==> src/rtl/lses_pkg.sv <==
`timescale 1ns / 1ps
// ----------------------------------------------------------------------------
// lses_pkg: shared types and constants for the LED strip effect sequencer
// Request payloads, controller/datapath handshake structs and fixed codes.
// ----------------------------------------------------------------------------
package lses_pkg;

    localparam int MAX_LEDS   = 32;
    localparam int IDX_W      = 5;
    localparam int COLOR_W    = 24;
    localparam int KIND_W     = 3;
    localparam int CMD_W      = 2;
    localparam int MASK_W     = 32;
    localparam int CNT_W      = 6;
    localparam int SSTEP_W    = 8;
    localparam int DUR_W      = 16;
    localparam int PHASE_W    = 7;
    localparam int LEVEL_W    = 7;
    localparam int ROUND_W    = 2;
    localparam int CFG_IDX_W  = 2;
    localparam int CFG_DATA_W = 16;

    // request kinds
    localparam logic [KIND_W-1:0] KIND_ON     = 3'd0;
    localparam logic [KIND_W-1:0] KIND_OFF    = 3'd1;
    localparam logic [KIND_W-1:0] KIND_SCROLL = 3'd2;
    localparam logic [KIND_W-1:0] KIND_DIMM   = 3'd3;
    localparam logic [KIND_W-1:0] KIND_TICK   = 3'd4;
    localparam logic [KIND_W-1:0] KIND_STATUS = 3'd5;

    // strip commands as kept in the queue
    localparam logic [CMD_W-1:0] CMD_ON     = 2'd0;
    localparam logic [CMD_W-1:0] CMD_OFF    = 2'd1;
    localparam logic [CMD_W-1:0] CMD_SCROLL = 2'd2;
    localparam logic [CMD_W-1:0] CMD_DIMM   = 2'd3;

    // configuration register indexes
    localparam logic [CFG_IDX_W-1:0] CFG_LED_COUNT   = 2'd0;
    localparam logic [CFG_IDX_W-1:0] CFG_SCROLL_STEP = 2'd1;
    localparam logic [CFG_IDX_W-1:0] CFG_SCROLL_DUR  = 2'd2;

    localparam logic [CNT_W-1:0]   LED_COUNT_RST   = 6'd12;
    localparam logic [SSTEP_W-1:0] SCROLL_STEP_RST = 8'd10;
    localparam logic [DUR_W-1:0]   SCROLL_DUR_RST  = 16'd500;

    localparam logic [COLOR_W-1:0] WHITE       = 24'hFF_FFFF;
    localparam logic [COLOR_W-1:0] RED_MASK    = 24'hFF_0000;
    localparam logic [COLOR_W-1:0] GREEN_MASK  = 24'h00_FF00;
    localparam logic [COLOR_W-1:0] BLUE_MASK   = 24'h00_00FF;
    localparam logic [MASK_W-1:0]  PATTERN_ALL = 32'hFFFF_FFFF;
    localparam logic [MASK_W-1:0]  SWEEP_START = 32'h0000_0003;

    // dimm ramp: 100 levels per round, three rounds
    localparam logic [LEVEL_W-1:0] DIMM_LAST_LEVEL = 7'd99;
    localparam logic [LEVEL_W-1:0] DIMM_HALF       = 7'd50;
    localparam logic [ROUND_W-1:0] DIMM_ROUNDS    = 2'd3;

    typedef enum logic [2:0] {
        MODE_IDLE   = 3'b001,
        MODE_SCROLL = 3'b010,
        MODE_DIMM   = 3'b100
    } mode_t;

    typedef struct packed {
        logic [KIND_W-1:0]  kind;
        logic [COLOR_W-1:0] color;
    } in_item_t;

    typedef struct packed {
        logic [IDX_W-1:0]   led_index;
        logic [COLOR_W-1:0] led_color;
        logic               last_in_frame;
        logic               is_frame;
        logic               lights_on_flag;
    } out_item_t;

    // controller -> datapath
    typedef struct packed {
        logic capture;
        logic run_cmd;
        logic run_tick;
        logic run_status;
        logic run_pop;
        logic emit_adv;
    } dp_cmd_t;

    // datapath -> controller
    typedef struct packed {
        logic [KIND_W-1:0] kind;
        logic              can_pop;
        logic              frame_pend;
        logic              last_out;
    } dp_stat_t;

    // triangle ramp: 0,2,..,98 then 100,98,..,2
    function automatic logic [7:0] dimm_level(input logic [LEVEL_W-1:0] r);
        logic [7:0] r2;
        r2 = {r, 1'b0};
        if (r < DIMM_HALF) begin
            dimm_level = r2;
        end else begin
            dimm_level = 8'd200 - r2;
        end
    endfunction

endpackage

==> src/rtl/led_strip_effect_sequencer_top.sv <==
`timescale 1ns / 1ps
// ----------------------------------------------------------------------------
// led_strip_effect_sequencer_top: LED strip effect sequencer
// Order: a strip command passes dispatch and check before its first result, a tick
//   dispatch, pop and check, a status reply dispatch alone; one request at a time.
// Throughput: one result per cycle while out_ready is high.
// Reset: rst_n asynchronous, active low; effect state, queue and config
//   registers return to their defaults at once, no clearing pass.
// ----------------------------------------------------------------------------
module led_strip_effect_sequencer_top
    import lses_pkg::*;
#(
    parameter int FIFO_DEPTH = 10
)
(
    input  logic                  clk,
    input  logic                  rst_n,
    // request channel
    input  logic                  in_valid,
    output logic                  in_ready,
    input  in_item_t              in_data,
    // result channel
    output logic                  out_valid,
    input  logic                  out_ready,
    output out_item_t             out_data,
    // configuration write port
    input  logic                  cfg_we,
    input  logic [CFG_IDX_W-1:0]  cfg_index,
    input  logic [CFG_DATA_W-1:0] cfg_data
);

    // Controller/datapath split:
    //  - lses_ctrl takes one request at a time (in_ready only while idle),
    //    dispatches it, optionally pops a queued strip command after a tick,
    //    and then streams the frame.
    //  - lses_dp holds all effect state. On/scroll latch their color at
    //    once; strip commands that find an animation running or a non-empty
    //    queue go into the command queue (dropped when full).
    //  - Results come straight from datapath registers, so the payload holds
    //    steady while out_valid waits on out_ready.

    dp_cmd_t  dp_cmd;
    dp_stat_t dp_stat;

    lses_ctrl u_ctrl (
        .clk       (clk),
        .rst_n     (rst_n),
        .in_valid  (in_valid),
        .in_ready  (in_ready),
        .out_valid (out_valid),
        .out_ready (out_ready),
        .stat      (dp_stat),
        .cmd       (dp_cmd)
    );

    lses_dp #(
        .FIFO_DEPTH (FIFO_DEPTH)
    ) u_dp (
        .clk       (clk),
        .rst_n     (rst_n),
        .cfg_we    (cfg_we),
        .cfg_index (cfg_index),
        .cfg_data  (cfg_data),
        .in_data   (in_data),
        .cmd       (dp_cmd),
        .stat      (dp_stat),
        .out_data  (out_data)
    );

`ifndef SYNTHESIS
    // a new request is never taken while a frame is still streaming
    a_no_overlap: assert property (@(posedge clk) disable iff (!rst_n)
        !(in_ready && out_valid))
        else $error("request accepted during frame output");

    // a status reply is a single result at index zero with black color
    a_status_shape: assert property (@(posedge clk) disable iff (!rst_n)
        (out_valid && !out_data.is_frame) |->
        (out_data.last_in_frame && out_data.led_index == '0 && out_data.led_color == '0))
        else $error("malformed status reply");

    // the frame keeps streaming until its last LED has gone out
    a_frame_continues: assert property (@(posedge clk) disable iff (!rst_n)
        (out_valid && out_ready && !out_data.last_in_frame) |=> out_valid)
        else $error("frame cut short");

    // after the final result the block is ready for the next request
    a_back_to_idle: assert property (@(posedge clk) disable iff (!rst_n)
        (out_valid && out_ready && out_data.last_in_frame) |=> in_ready)
        else $error("not idle after last result");
`endif

endmodule

==> src/rtl/lses_ctrl.sv <==
`timescale 1ns / 1ps
// ----------------------------------------------------------------------------
// lses_ctrl: request sequencer
// Accepts one request, steps the datapath through dispatch, queue pop and
// frame streaming, then returns to idle.
// ----------------------------------------------------------------------------
module lses_ctrl
    import lses_pkg::*;
(
    input  logic     clk,
    input  logic     rst_n,
    input  logic     in_valid,
    output logic     in_ready,
    output logic     out_valid,
    input  logic     out_ready,
    input  dp_stat_t stat,
    output dp_cmd_t  cmd
);

    typedef enum logic [4:0] {
        S_IDLE     = 5'b00001,
        S_DISPATCH = 5'b00010,
        S_POP      = 5'b00100,
        S_CHECK    = 5'b01000,
        S_EMIT     = 5'b10000
    } state_t;

    state_t state_reg;
    state_t state_next;

    always_ff @(posedge clk or negedge rst_n)
    begin
        if (!rst_n)
        begin
            state_reg <= S_IDLE;
        end
        else
        begin
            state_reg <= state_next;
        end
    end

    always_comb
    begin
        state_next = state_reg;
        cmd        = '0;
        in_ready   = 1'b0;
        out_valid  = 1'b0;
        case (state_reg)
            S_IDLE:
            begin
                in_ready = 1'b1;
                if (in_valid)
                begin
                    cmd.capture = 1'b1;
                    state_next  = S_DISPATCH;
                end
            end
            S_DISPATCH:
            begin
                case (stat.kind)
                    KIND_ON, KIND_OFF, KIND_SCROLL, KIND_DIMM:
                    begin
                        cmd.run_cmd = 1'b1;
                        state_next  = S_CHECK;
                    end
                    KIND_TICK:
                    begin
                        cmd.run_tick = 1'b1;
                        state_next   = S_POP;
                    end
                    KIND_STATUS:
                    begin
                        cmd.run_status = 1'b1;
                        state_next     = S_EMIT;
                    end
                    default:
                    begin
                        state_next = S_IDLE;
                    end
                endcase
            end
            S_POP:
            begin
                cmd.run_pop = stat.can_pop;
                state_next  = S_CHECK;
            end
            S_CHECK:
            begin
                state_next = stat.frame_pend ? S_EMIT : S_IDLE;
            end
            S_EMIT:
            begin
                out_valid = 1'b1;
                if (out_ready)
                begin
                    cmd.emit_adv = 1'b1;
                    if (stat.last_out)
                    begin
                        state_next = S_IDLE;
                    end
                end
            end
            default:
            begin
                state_next = S_IDLE;
            end
        endcase
    end

endmodule

==> src/rtl/lses_dp.sv <==
`timescale 1ns / 1ps
// ----------------------------------------------------------------------------
// lses_dp: effect datapath
// Config registers, command queue, scroll/dimm animation state and the
// frame generator that walks the LEDs one result per cycle while out_ready is high.
// ----------------------------------------------------------------------------
module lses_dp
    import lses_pkg::*;
#(
    parameter int FIFO_DEPTH = 10
)
(
    input  logic                  clk,
    input  logic                  rst_n,
    input  logic                  cfg_we,
    input  logic [CFG_IDX_W-1:0]  cfg_index,
    input  logic [CFG_DATA_W-1:0] cfg_data,
    input  in_item_t              in_data,
    input  dp_cmd_t               cmd,
    output dp_stat_t              stat,
    output out_item_t             out_data
);

    localparam int PTR_W = (FIFO_DEPTH > 1) ? $clog2(FIFO_DEPTH) : 1;
    localparam int FCNT_W = $clog2(FIFO_DEPTH + 1);
    localparam logic [PTR_W-1:0]  PTR_LAST = PTR_W'(FIFO_DEPTH - 1);
    localparam logic [FCNT_W-1:0] FCNT_FULL = FCNT_W'(FIFO_DEPTH);

    function automatic logic [PTR_W-1:0] ptr_inc(input logic [PTR_W-1:0] p);
        ptr_inc = (p == PTR_LAST) ? '0 : p + 1'b1;
    endfunction

    // configuration
    logic [CNT_W-1:0]   led_count_reg;
    logic [SSTEP_W-1:0] scroll_step_reg;
    logic [DUR_W-1:0]   scroll_dur_reg;

    // captured request
    logic [KIND_W-1:0]  item_kind_reg;
    logic [COLOR_W-1:0] item_color_reg;

    // effect state
    logic [COLOR_W-1:0] stored_color_reg, stored_color_next;
    logic               lights_on_reg, lights_on_next;
    mode_t              mode_reg, mode_next;
    logic [COLOR_W-1:0] scroll_color_reg, scroll_color_next;
    logic [MASK_W-1:0]  scroll_mask_reg, scroll_mask_next;
    logic [PHASE_W-1:0] phase_reg, phase_next;
    logic [SSTEP_W-1:0] wait_reg, wait_next;
    logic [DUR_W-1:0]   elapsed_reg, elapsed_next;
    logic [LEVEL_W-1:0] level_reg, level_next;
    logic [ROUND_W-1:0] round_reg, round_next;
    logic [COLOR_W-1:0] chan_mask_reg, chan_mask_next;

    // command queue
    logic [CMD_W-1:0]   fifo_mem [FIFO_DEPTH];
    logic [CMD_W-1:0]   head_cmd_reg;   // registered read of the queue head
    logic [PTR_W-1:0]   head_reg, head_next;
    logic [PTR_W-1:0]   tail_reg, tail_next;
    logic [FCNT_W-1:0]  fcnt_reg, fcnt_next;
    logic               push_en;

    // frame generator
    logic               frame_pend_reg, frame_pend_next;
    logic               is_status_reg, is_status_next;
    logic [COLOR_W-1:0] frame_color_reg, frame_color_next;
    logic [MASK_W-1:0]  frame_pat_reg, frame_pat_next;
    logic [IDX_W-1:0]   idx_reg, idx_next;

    // derived
    logic [CNT_W-1:0]   cnt_eff;
    logic [CNT_W-1:0]   cnt_m1;
    logic [PHASE_W-1:0] sweep_end;
    logic [SSTEP_W-1:0] step_eff;
    logic               last_out;

    logic               do_start;
    logic [CMD_W-1:0]   start_cmd;
    logic [COLOR_W-1:0] start_color;
    logic [SSTEP_W-1:0] wait_inc;
    logic [PHASE_W-1:0] phase_inc;
    logic [MASK_W-1:0]  mask_sh;
    logic [7:0]         lvl;

    always_comb
    begin
        if (led_count_reg == '0)
        begin
            cnt_eff = CNT_W'(1);
        end
        else if (led_count_reg > CNT_W'(MAX_LEDS))
        begin
            cnt_eff = CNT_W'(MAX_LEDS);
        end
        else
        begin
            cnt_eff = led_count_reg;
        end
    end

    assign cnt_m1    = cnt_eff - 1'b1;
    assign sweep_end = {cnt_eff, 1'b0} - 1'b1;
    assign step_eff  = (scroll_step_reg == '0) ? SSTEP_W'(1) : scroll_step_reg;
    assign last_out  = is_status_reg || ({1'b0, idx_reg} == cnt_m1);

    always_ff @(posedge clk or negedge rst_n)
    begin
        if (!rst_n)
        begin
            led_count_reg   <= LED_COUNT_RST;
            scroll_step_reg <= SCROLL_STEP_RST;
            scroll_dur_reg  <= SCROLL_DUR_RST;
        end
        else if (cfg_we)
        begin
            case (cfg_index)
                CFG_LED_COUNT:   led_count_reg   <= cfg_data[CNT_W-1:0];
                CFG_SCROLL_STEP: scroll_step_reg <= cfg_data[SSTEP_W-1:0];
                CFG_SCROLL_DUR:  scroll_dur_reg  <= cfg_data[DUR_W-1:0];
                default:         ;
            endcase
        end
    end

    always_comb
    begin
        stored_color_next = stored_color_reg;
        lights_on_next    = lights_on_reg;
        mode_next         = mode_reg;
        scroll_color_next = scroll_color_reg;
        scroll_mask_next  = scroll_mask_reg;
        phase_next        = phase_reg;
        wait_next         = wait_reg;
        elapsed_next      = elapsed_reg;
        level_next        = level_reg;
        round_next        = round_reg;
        chan_mask_next    = chan_mask_reg;
        head_next         = head_reg;
        tail_next         = tail_reg;
        fcnt_next         = fcnt_reg;
        frame_pend_next   = frame_pend_reg;
        is_status_next    = is_status_reg;
        frame_color_next  = frame_color_reg;
        frame_pat_next    = frame_pat_reg;
        idx_next          = idx_reg;
        push_en           = 1'b0;
        do_start          = 1'b0;
        start_cmd         = item_kind_reg[CMD_W-1:0];
        start_color       = stored_color_reg;
        wait_inc          = wait_reg + 1'b1;
        phase_inc         = phase_reg + 1'b1;
        mask_sh           = ({1'b0, phase_reg} < {2'b00, cnt_m1})
                            ? (scroll_mask_reg << 1) : (scroll_mask_reg >> 1);
        lvl               = '0;

        if (cmd.run_cmd)
        begin
            if (item_kind_reg == KIND_ON || item_kind_reg == KIND_SCROLL)
            begin
                stored_color_next = item_color_reg;
                start_color       = item_color_reg;
            end
            if (mode_reg == MODE_IDLE && fcnt_reg == '0)
            begin
                do_start = 1'b1;
            end
            else if (fcnt_reg != FCNT_FULL)
            begin
                push_en   = 1'b1;
                tail_next = ptr_inc(tail_reg);
                fcnt_next = fcnt_reg + 1'b1;
            end
        end

        if (cmd.run_pop)
        begin
            do_start  = 1'b1;
            start_cmd = head_cmd_reg;
            head_next = ptr_inc(head_reg);
            fcnt_next = fcnt_reg - 1'b1;
        end

        if (cmd.run_tick)
        begin
            case (mode_reg)
                MODE_SCROLL:
                begin
                    if (elapsed_reg != '1)
                    begin
                        elapsed_next = elapsed_reg + 1'b1;
                    end
                    if (wait_inc >= step_eff)
                    begin
                        wait_next        = '0;
                        scroll_mask_next = mask_sh;
                        phase_next       = phase_inc;
                        if (phase_inc >= sweep_end)
                        begin
                            if (elapsed_next < scroll_dur_reg)
                            begin
                                scroll_mask_next = SWEEP_START;
                                phase_next       = '0;
                                frame_pend_next  = 1'b1;
                                is_status_next   = 1'b0;
                                frame_color_next = scroll_color_reg;
                                frame_pat_next   = SWEEP_START;
                                idx_next         = '0;
                            end
                            else
                            begin
                                mode_next      = MODE_IDLE;
                                lights_on_next = 1'b0;
                            end
                        end
                        else
                        begin
                            frame_pend_next  = 1'b1;
                            is_status_next   = 1'b0;
                            frame_color_next = scroll_color_reg;
                            frame_pat_next   = mask_sh;
                            idx_next         = '0;
                        end
                    end
                    else
                    begin
                        wait_next = wait_inc;
                    end
                end
                MODE_DIMM:
                begin
                    if (level_reg == DIMM_LAST_LEVEL)
                    begin
                        level_next = '0;
                        round_next = round_reg + 1'b1;
                    end
                    else
                    begin
                        level_next = level_reg + 1'b1;
                    end
                    if (round_next == DIMM_ROUNDS)
                    begin
                        mode_next = MODE_IDLE;
                    end
                    else
                    begin
                        lvl              = dimm_level(level_next);
                        frame_pend_next  = 1'b1;
                        is_status_next   = 1'b0;
                        frame_color_next = {lvl, lvl, lvl} & chan_mask_reg;
                        frame_pat_next   = PATTERN_ALL;
                        idx_next         = '0;
                    end
                end
                default:
                begin
                end
            endcase
        end

        if (cmd.run_status)
        begin
            frame_pend_next = 1'b1;
            is_status_next  = 1'b1;
            idx_next        = '0;
        end

        if (do_start)
        begin
            frame_pend_next = 1'b1;
            is_status_next  = 1'b0;
            frame_pat_next  = PATTERN_ALL;
            idx_next        = '0;
            case (start_cmd)
                CMD_ON:
                begin
                    lights_on_next   = 1'b1;
                    frame_color_next = start_color;
                end
                CMD_OFF:
                begin
                    lights_on_next   = 1'b0;
                    frame_color_next = '0;
                end
                CMD_SCROLL:
                begin
                    scroll_color_next = start_color;
                    elapsed_next      = '0;
                    wait_next         = '0;
                    if (scroll_dur_reg == '0)
                    begin
                        lights_on_next  = 1'b0;
                        frame_pend_next = 1'b0;
                    end
                    else
                    begin
                        lights_on_next   = 1'b1;
                        mode_next        = MODE_SCROLL;
                        scroll_mask_next = SWEEP_START;
                        phase_next       = '0;
                        frame_color_next = start_color;
                        frame_pat_next   = SWEEP_START;
                    end
                end
                default:
                begin
                    lights_on_next = 1'b1;
                    chan_mask_next = '0;
                    if ((start_color & RED_MASK) != '0)
                    begin
                        chan_mask_next = chan_mask_next | RED_MASK;
                    end
                    if ((start_color & GREEN_MASK) != '0)
                    begin
                        chan_mask_next = chan_mask_next | GREEN_MASK;
                    end
                    if ((start_color & BLUE_MASK) != '0)
                    begin
                        chan_mask_next = chan_mask_next | BLUE_MASK;
                    end
                    level_next       = '0;
                    round_next       = '0;
                    mode_next        = MODE_DIMM;
                    frame_color_next = '0;   // ramp starts at level zero
                end
            endcase
        end

        if (cmd.emit_adv)
        begin
            if (last_out)
            begin
                frame_pend_next = 1'b0;
                is_status_next  = 1'b0;
                idx_next        = '0;
            end
            else
            begin
                idx_next = idx_reg + 1'b1;
            end
        end
    end

    always_ff @(posedge clk or negedge rst_n)
    begin
        if (!rst_n)
        begin
            stored_color_reg <= WHITE;
            lights_on_reg    <= 1'b0;
            mode_reg         <= MODE_IDLE;
            scroll_color_reg <= '0;
            scroll_mask_reg  <= '0;
            phase_reg        <= '0;
            wait_reg         <= '0;
            elapsed_reg      <= '0;
            level_reg        <= '0;
            round_reg        <= '0;
            chan_mask_reg    <= '0;
            head_reg         <= '0;
            tail_reg         <= '0;
            fcnt_reg         <= '0;
            frame_pend_reg   <= 1'b0;
            is_status_reg    <= 1'b0;
            idx_reg          <= '0;
        end
        else
        begin
            stored_color_reg <= stored_color_next;
            lights_on_reg    <= lights_on_next;
            mode_reg         <= mode_next;
            scroll_color_reg <= scroll_color_next;
            scroll_mask_reg  <= scroll_mask_next;
            phase_reg        <= phase_next;
            wait_reg         <= wait_next;
            elapsed_reg      <= elapsed_next;
            level_reg        <= level_next;
            round_reg        <= round_next;
            chan_mask_reg    <= chan_mask_next;
            head_reg         <= head_next;
            tail_reg         <= tail_next;
            fcnt_reg         <= fcnt_next;
            frame_pend_reg   <= frame_pend_next;
            is_status_reg    <= is_status_next;
            idx_reg          <= idx_next;
        end
    end

    // payload registers, no reset
    // a pushed entry waits through the check, idle and a tick's dispatch state
    // before it can be popped, so the head read register always holds it by then
    always_ff @(posedge clk)
    begin
        if (cmd.capture)
        begin
            item_kind_reg  <= in_data.kind;
            item_color_reg <= in_data.color;
        end
        if (push_en)
        begin
            fifo_mem[tail_reg] <= item_kind_reg[CMD_W-1:0];
        end
        head_cmd_reg    <= fifo_mem[head_reg];
        frame_color_reg <= frame_color_next;
        frame_pat_reg   <= frame_pat_next;
    end

    assign stat.kind       = item_kind_reg;
    assign stat.can_pop    = (mode_reg == MODE_IDLE) && !frame_pend_reg && (fcnt_reg != '0);
    assign stat.frame_pend = frame_pend_reg;
    assign stat.last_out   = last_out;

    assign out_data.led_index      = is_status_reg ? '0 : idx_reg;
    assign out_data.led_color      = (!is_status_reg && frame_pat_reg[idx_reg])
                                     ? frame_color_reg : '0;
    assign out_data.last_in_frame  = last_out;
    assign out_data.is_frame       = !is_status_reg;
    assign out_data.lights_on_flag = lights_on_reg;

endmodule

==> config.mk <==
export PLATFORM = sky130hd
export DESIGN_NAME = led_strip_effect_sequencer_top
export DESIGN_NICKNAME = d
export VERILOG_FILES = /design/src/rtl/lses_pkg.sv /design/src/rtl/led_strip_effect_sequencer_top.sv /design/src/rtl/lses_ctrl.sv /design/src/rtl/lses_dp.sv
export SDC_FILE = /design/constraint.sdc
export NUM_CORES = 1
export LEC_CHECK = 0
export BUFFER_PORTS_ARGS = -buffer_cell sky130_fd_sc_hd__buf_2
export CORE_MARGIN = 2
export CORE_UTILIZATION = 40
export CTS_CLUSTER_DIAMETER = 30
export CTS_CLUSTER_SIZE = 14
export DETAILED_ROUTE_END_ITERATION = 7
export HOLD_SLACK_MARGIN = 0.08
export PLACE_DENSITY = 0.57
export SYNTH_ARGS = -nofsm -noshare
export SYNTH_HDL_FRONTEND = slang
export SYNTH_SLANG_ARGS = --single-unit
==> constraint.sdc <==
create_clock -name clk -period 5.45 [get_ports clk]
set_input_delay 0.545 -clock clk [delete_from_list [all_inputs] [get_ports clk]]
set_output_delay 0.545 -clock clk [all_outputs]
set_load 0.02 [all_outputs]
==> insert_results.sql <==
INSERT INTO impl_metrics (metric_group, metric, value, unit) VALUES
('outcome', 'outcome', 'finished, final reports clean', ''),
('critical_path', 'critical_path.max_stage_delay', '0.55', 'ns'),
('yosys', 'postSynth.topFlopCell', 'sky130_fd_sc_hd__dfrtp_1', ''),
('cts', 'path_clk_slew', '0.04', 'ns'),
('layout', 'syn2layout_area_growth', '24.32', '%'),
('critical_path', 'cp_required', '5.68', 'ns'),
('detailed_routing', 'route.vias.total', '11250', ''),
('yosys', 'synth-seq-cells', '286', ''),
('global_routing', 'globalRouteTotalUtil', '0.1959', ''),
('power', 'power.leakage', '8.319', 'nW'),
('critical_path', 'cp.buffers_inverters', '1', ''),
('cts', 'number_of_levels_in_the_clock_h_tree', '3', ''),
('sta', 'finalSetupViolCount', '0', ''),
('yosys', 'synth_area_per_cell', '10.24', 'um^2'),
('yosys', 'synth_cell_types', '78', ''),
('placed_design', 'io_buffer_count', '83', ''),
('global_routing', 'globalRoute.busiestLayer', 'met2', ''),
('cts', 'clock_network_latency_to_the_later_pin_of_the_worst_skew_pair', '0.59', 'ns'),
('sta', 'final-max-slew-violation-count', '0', ''),
('yosys', 'synth_enable_flop_cells', '79', ''),
('global_routing', 'grt_first_pass_wirelength', '59.80', 'mm'),
('critical_path', 'cp.arrival', '5.21', 'ns'),
('placed_design', 'post-dp-hpwl', '23.69', 'mm'),
('detailed_routing', 'drtAntennaViolNets', '0', ''),
('layout', 'fillerInstances', '3300', ''),
('floorplan', 'ports_placed_on_the_boundary', '84', ''),
('critical_path', 'crit_type', 'reg -> reg', ''),
('cts', 'tritoncts', 'done', ''),
('detailed_routing', 'first_pass_iters', '5', ''),
('global_routing', 'grt_start_max_net_pins', '181', ''),
('yosys', 'yosysSeqAreaShare', '0.5085', ''),
('global_routing', 'globalRouteMet3Util', '0.04266', ''),
('detailed_routing', 'detail_route.iter0.violations', '642', ''),
('cts', 'cts_max_path_buffers', '3', ''),
('cts', 'clockRootBuffer', 'sky130_fd_sc_hd__clkbuf_16', ''),
('hold_path', 'min_path_type', 'in -> reg', ''),
('layout', 'num_antenna_cells', '0', ''),
('critical_path', 'path_cells', 'ha_1 > and3_1 > nand3_1 > or3_1 > and2_1 > nand3_1 > xnor2_1 > ha_1 > a21oi_1 > a21boi_0 > o31ai_1 > o211ai_1 > o21bai_1 > nand2_1 > a211o_1 > nand2_1 > buf_4', ''),
('layout', 'multi_input_area', '6684', 'um^2'),
('yosys', 'share_of_synthesized_flip_flops_with_an_asynchronous_set_or_reset', '0.6329', ''),
('yosys', 'syn_inst', '1434', ''),
('detailed_routing', 'route.detailed.vias_per_inst', '5.423', ''),
('sta', 'final_worst_path_period_need', '4.977', 'ns'),
('placed_design', 'place_congestion', '0.8639', ''),
('critical_path', 'setup.worst_path.end_class', 'flop', ''),
('sta', 'relSlewSlack', '0.2913', ''),
('global_routing', 'overflow', '0', ''),
('cts', 'cts_sinks', '286', ''),
('layout', 'sequential_cell_area', '7467', 'um^2'),
('critical_path', 'cp_max_fo', '32', ''),
('power', 'post-layout-total-power', '8.069', 'mW'),
('sta', 'timing.clock.skew', '0.02867', 'ns'),
('global_routing', 'use_met1', '0.2609', ''),
('floorplan', 'floorplan.initialDensity', '0.4040', ''),
('layout', 'drive_gt1_frac', '0.2116', ''),
('placed_design', 'placedCellCount', '1931', ''),
('cts', 'cts-buffers-inserted', '77', ''),
('sta', 'fmaxAchievable', '200.9', 'MHz'),
('cts', 'post-cts-setup-buffers', '0', ''),
('detailed_routing', 'routed_wire_length_per_instance', '17.56', 'um'),
('sta', 'worst-slew-pin-transition', '1.063', 'ns'),
('floorplan', 'die_area', '38260', 'um^2'),
('detailed_routing', 'route.final.wire_length', '36.43', 'mm'),
('sta', 'period_share', '0.9133', ''),
('sta', 'report.final.hold_viol_count', '0', ''),
('global_routing', 'grt_antenna_before_repair', '0', ''),
('global_routing', 'gr-usage-met2', '0.3139', ''),
('layout', 'post_layout_nonfiller_instances', '2075', ''),
('critical_path', 'startpoint_type', 'flop', ''),
('global_routing', 'first_global_vias', '11280', ''),
('floorplan', 'fp.coreArea', '36350', 'um^2');
-- worst paths after layout --
path / cells past startpoint / to / startpoint / slack, ns
max: 17 / u_dp.frame_pat_reg[20] / u_dp.elapsed_reg[0] / 0.47
min: 1 / u_dp.item_color_reg[4] / in_data[4] / 0.14
max reg2reg: 17 / u_dp.frame_pat_reg[20] / u_dp.elapsed_reg[0] / 0.47
min reg2reg: 2 / u_dp.scroll_color_reg[0] / u_dp.scroll_color_reg[0] / 0.48
max in group asynchronous: 3 / u_dp.head_reg[3] / rst_n / 3.91
min in group asynchronous: 2 / u_dp.scroll_dur_reg[15] / rst_n / 0.34
-- logic make-up (layout without fill, tap and decap cells) --
logic type | count (synthesis) | in the layout | share of synthesized area
DFF | 286 | 286 | 0.5085
AOI/OAI and AO/OA | 333 | 333 | 0.1408
adders and majority gates | 39 | 39 | 0.03374
and+or+nand+nor | 479 | 479 | 0.1596
muxes | 111 | 111 | 0.09057
buffers and inverters | 138 | 311 | 0.03817
xor gates and xnor gates | 48 | 48 | 0.02863
-- area by class of cell --
cell class,instances,share of cell area
Multi-Input combinational cell,1010,0.3661
Clock inverter,44,0.03036
Inverter,67,0.01378
Timing Repair Buffer,101,0.03146
Sequential cell,286,0.4090
Tap cell,468,0.03207
Clock buffer,99,0.1172
-- synth_stat cells (all sizes together), types with 13 or more instances --
| master | number | area, um^2 |
|---|---|---|
| nand3 | 33 | 165.2 |
| dfrtp | 145 | 3628 |
| clkbuf | 52 | 195.2 |
| dfstp | 36 | 945.9 |
| mux4 | 14 | 315.3 |
| nand4 | 16 | 100.1 |
| dfxtp | 26 | 520.5 |
| edfxtp | 79 | 2372 |
| buf | 19 | 113.9 |
| or3 | 13 | 86.33 |
| xnor2 | 24 | 210.2 |
| nand2 | 146 | 548.0 |
| a21o | 17 | 127.6 |
| nor2b | 19 | 118.9 |
| o21ai | 147 | 735.7 |
| mux2 | 35 | 394.1 |
| a21oi | 66 | 330.3 |
| nor3 | 26 | 135.1 |
| nor4 | 14 | 100.1 |
| ha | 38 | 475.5 |
| mux2i | 62 | 620.6 |
| a211o | 15 | 131.4 |
| inv | 65 | 244.0 |
| and2 | 37 | 231.5 |
| xor2 | 24 | 210.2 |
| nand2b | 15 | 93.84 |
| nor2 | 118 | 442.9 |
-- power by group --
part | switching [mW] | internal (mW)
sequential | 0.169 | 2.51
clock | 1.36 | 3.23
combinational | 0.517 | 0.281
total | 2.05 | 6.02
-- stage by stage --
step / setup WS [ns] / instance area (um^2) / util / hold slack [ns]
detailed placement: 0.4596 / 15550 / 0.4279 / 0.3489
finish: 0.4726 / 18260 / 0.5023 / 0.1369
global route: 0.06738 / 18260 / 0.5023 / 0.1232
floorplan: 0.8010 / 14690 / - / 0.2494
global placement: 0.5383 / 15550 / 0.4279 / 0.3494
CTS: 0.4551 / 18260 / 0.5023 / 0.1154
-- metal layers --
metal,up-vias,share of wire
met3,62,0.063
li1,5401,-
met4,0,0.020
met1,5474,0.45
met5,-,0
met2,315,0.47
-- worst reg2reg max path: cells and delay by family, from the launching register on --
family	cells	cell delay, ns
buffers and inverters	1	0.37
xor gates and xnor gates	1	0.07
and+or+nand+nor	7	1.70
DFF	1	0.41
AOI/OAI and AO/OA	6	1.53
adders and majority gates	2	0.54
-- timing repair --
item                                   CTS  global route
hold buffers                             1             0
endpoints found under the hold margin    1             0
setup endpoints to repair                0             0
-- placed cells by master (no fill, tap or decap), drive strengths merged, types with 36 or more instances in the layout --
| master | Yosys | final |
|---|---|---|
| ha | 38 | 38 |
| dfstp | 36 | 36 |
| nand2 | 146 | 146 |
| buf | 19 | 99 |
| edfxtp | 79 | 79 |
| clkbuf | 52 | 100 |
| dfrtp | 145 | 145 |
| nor2 | 118 | 118 |
| a21oi | 66 | 66 |
| mux2i | 62 | 62 |
| o21ai | 147 | 147 |
| and2 | 37 | 37 |
| inv | 65 | 67 |
(Power assumes the default switching activity.)
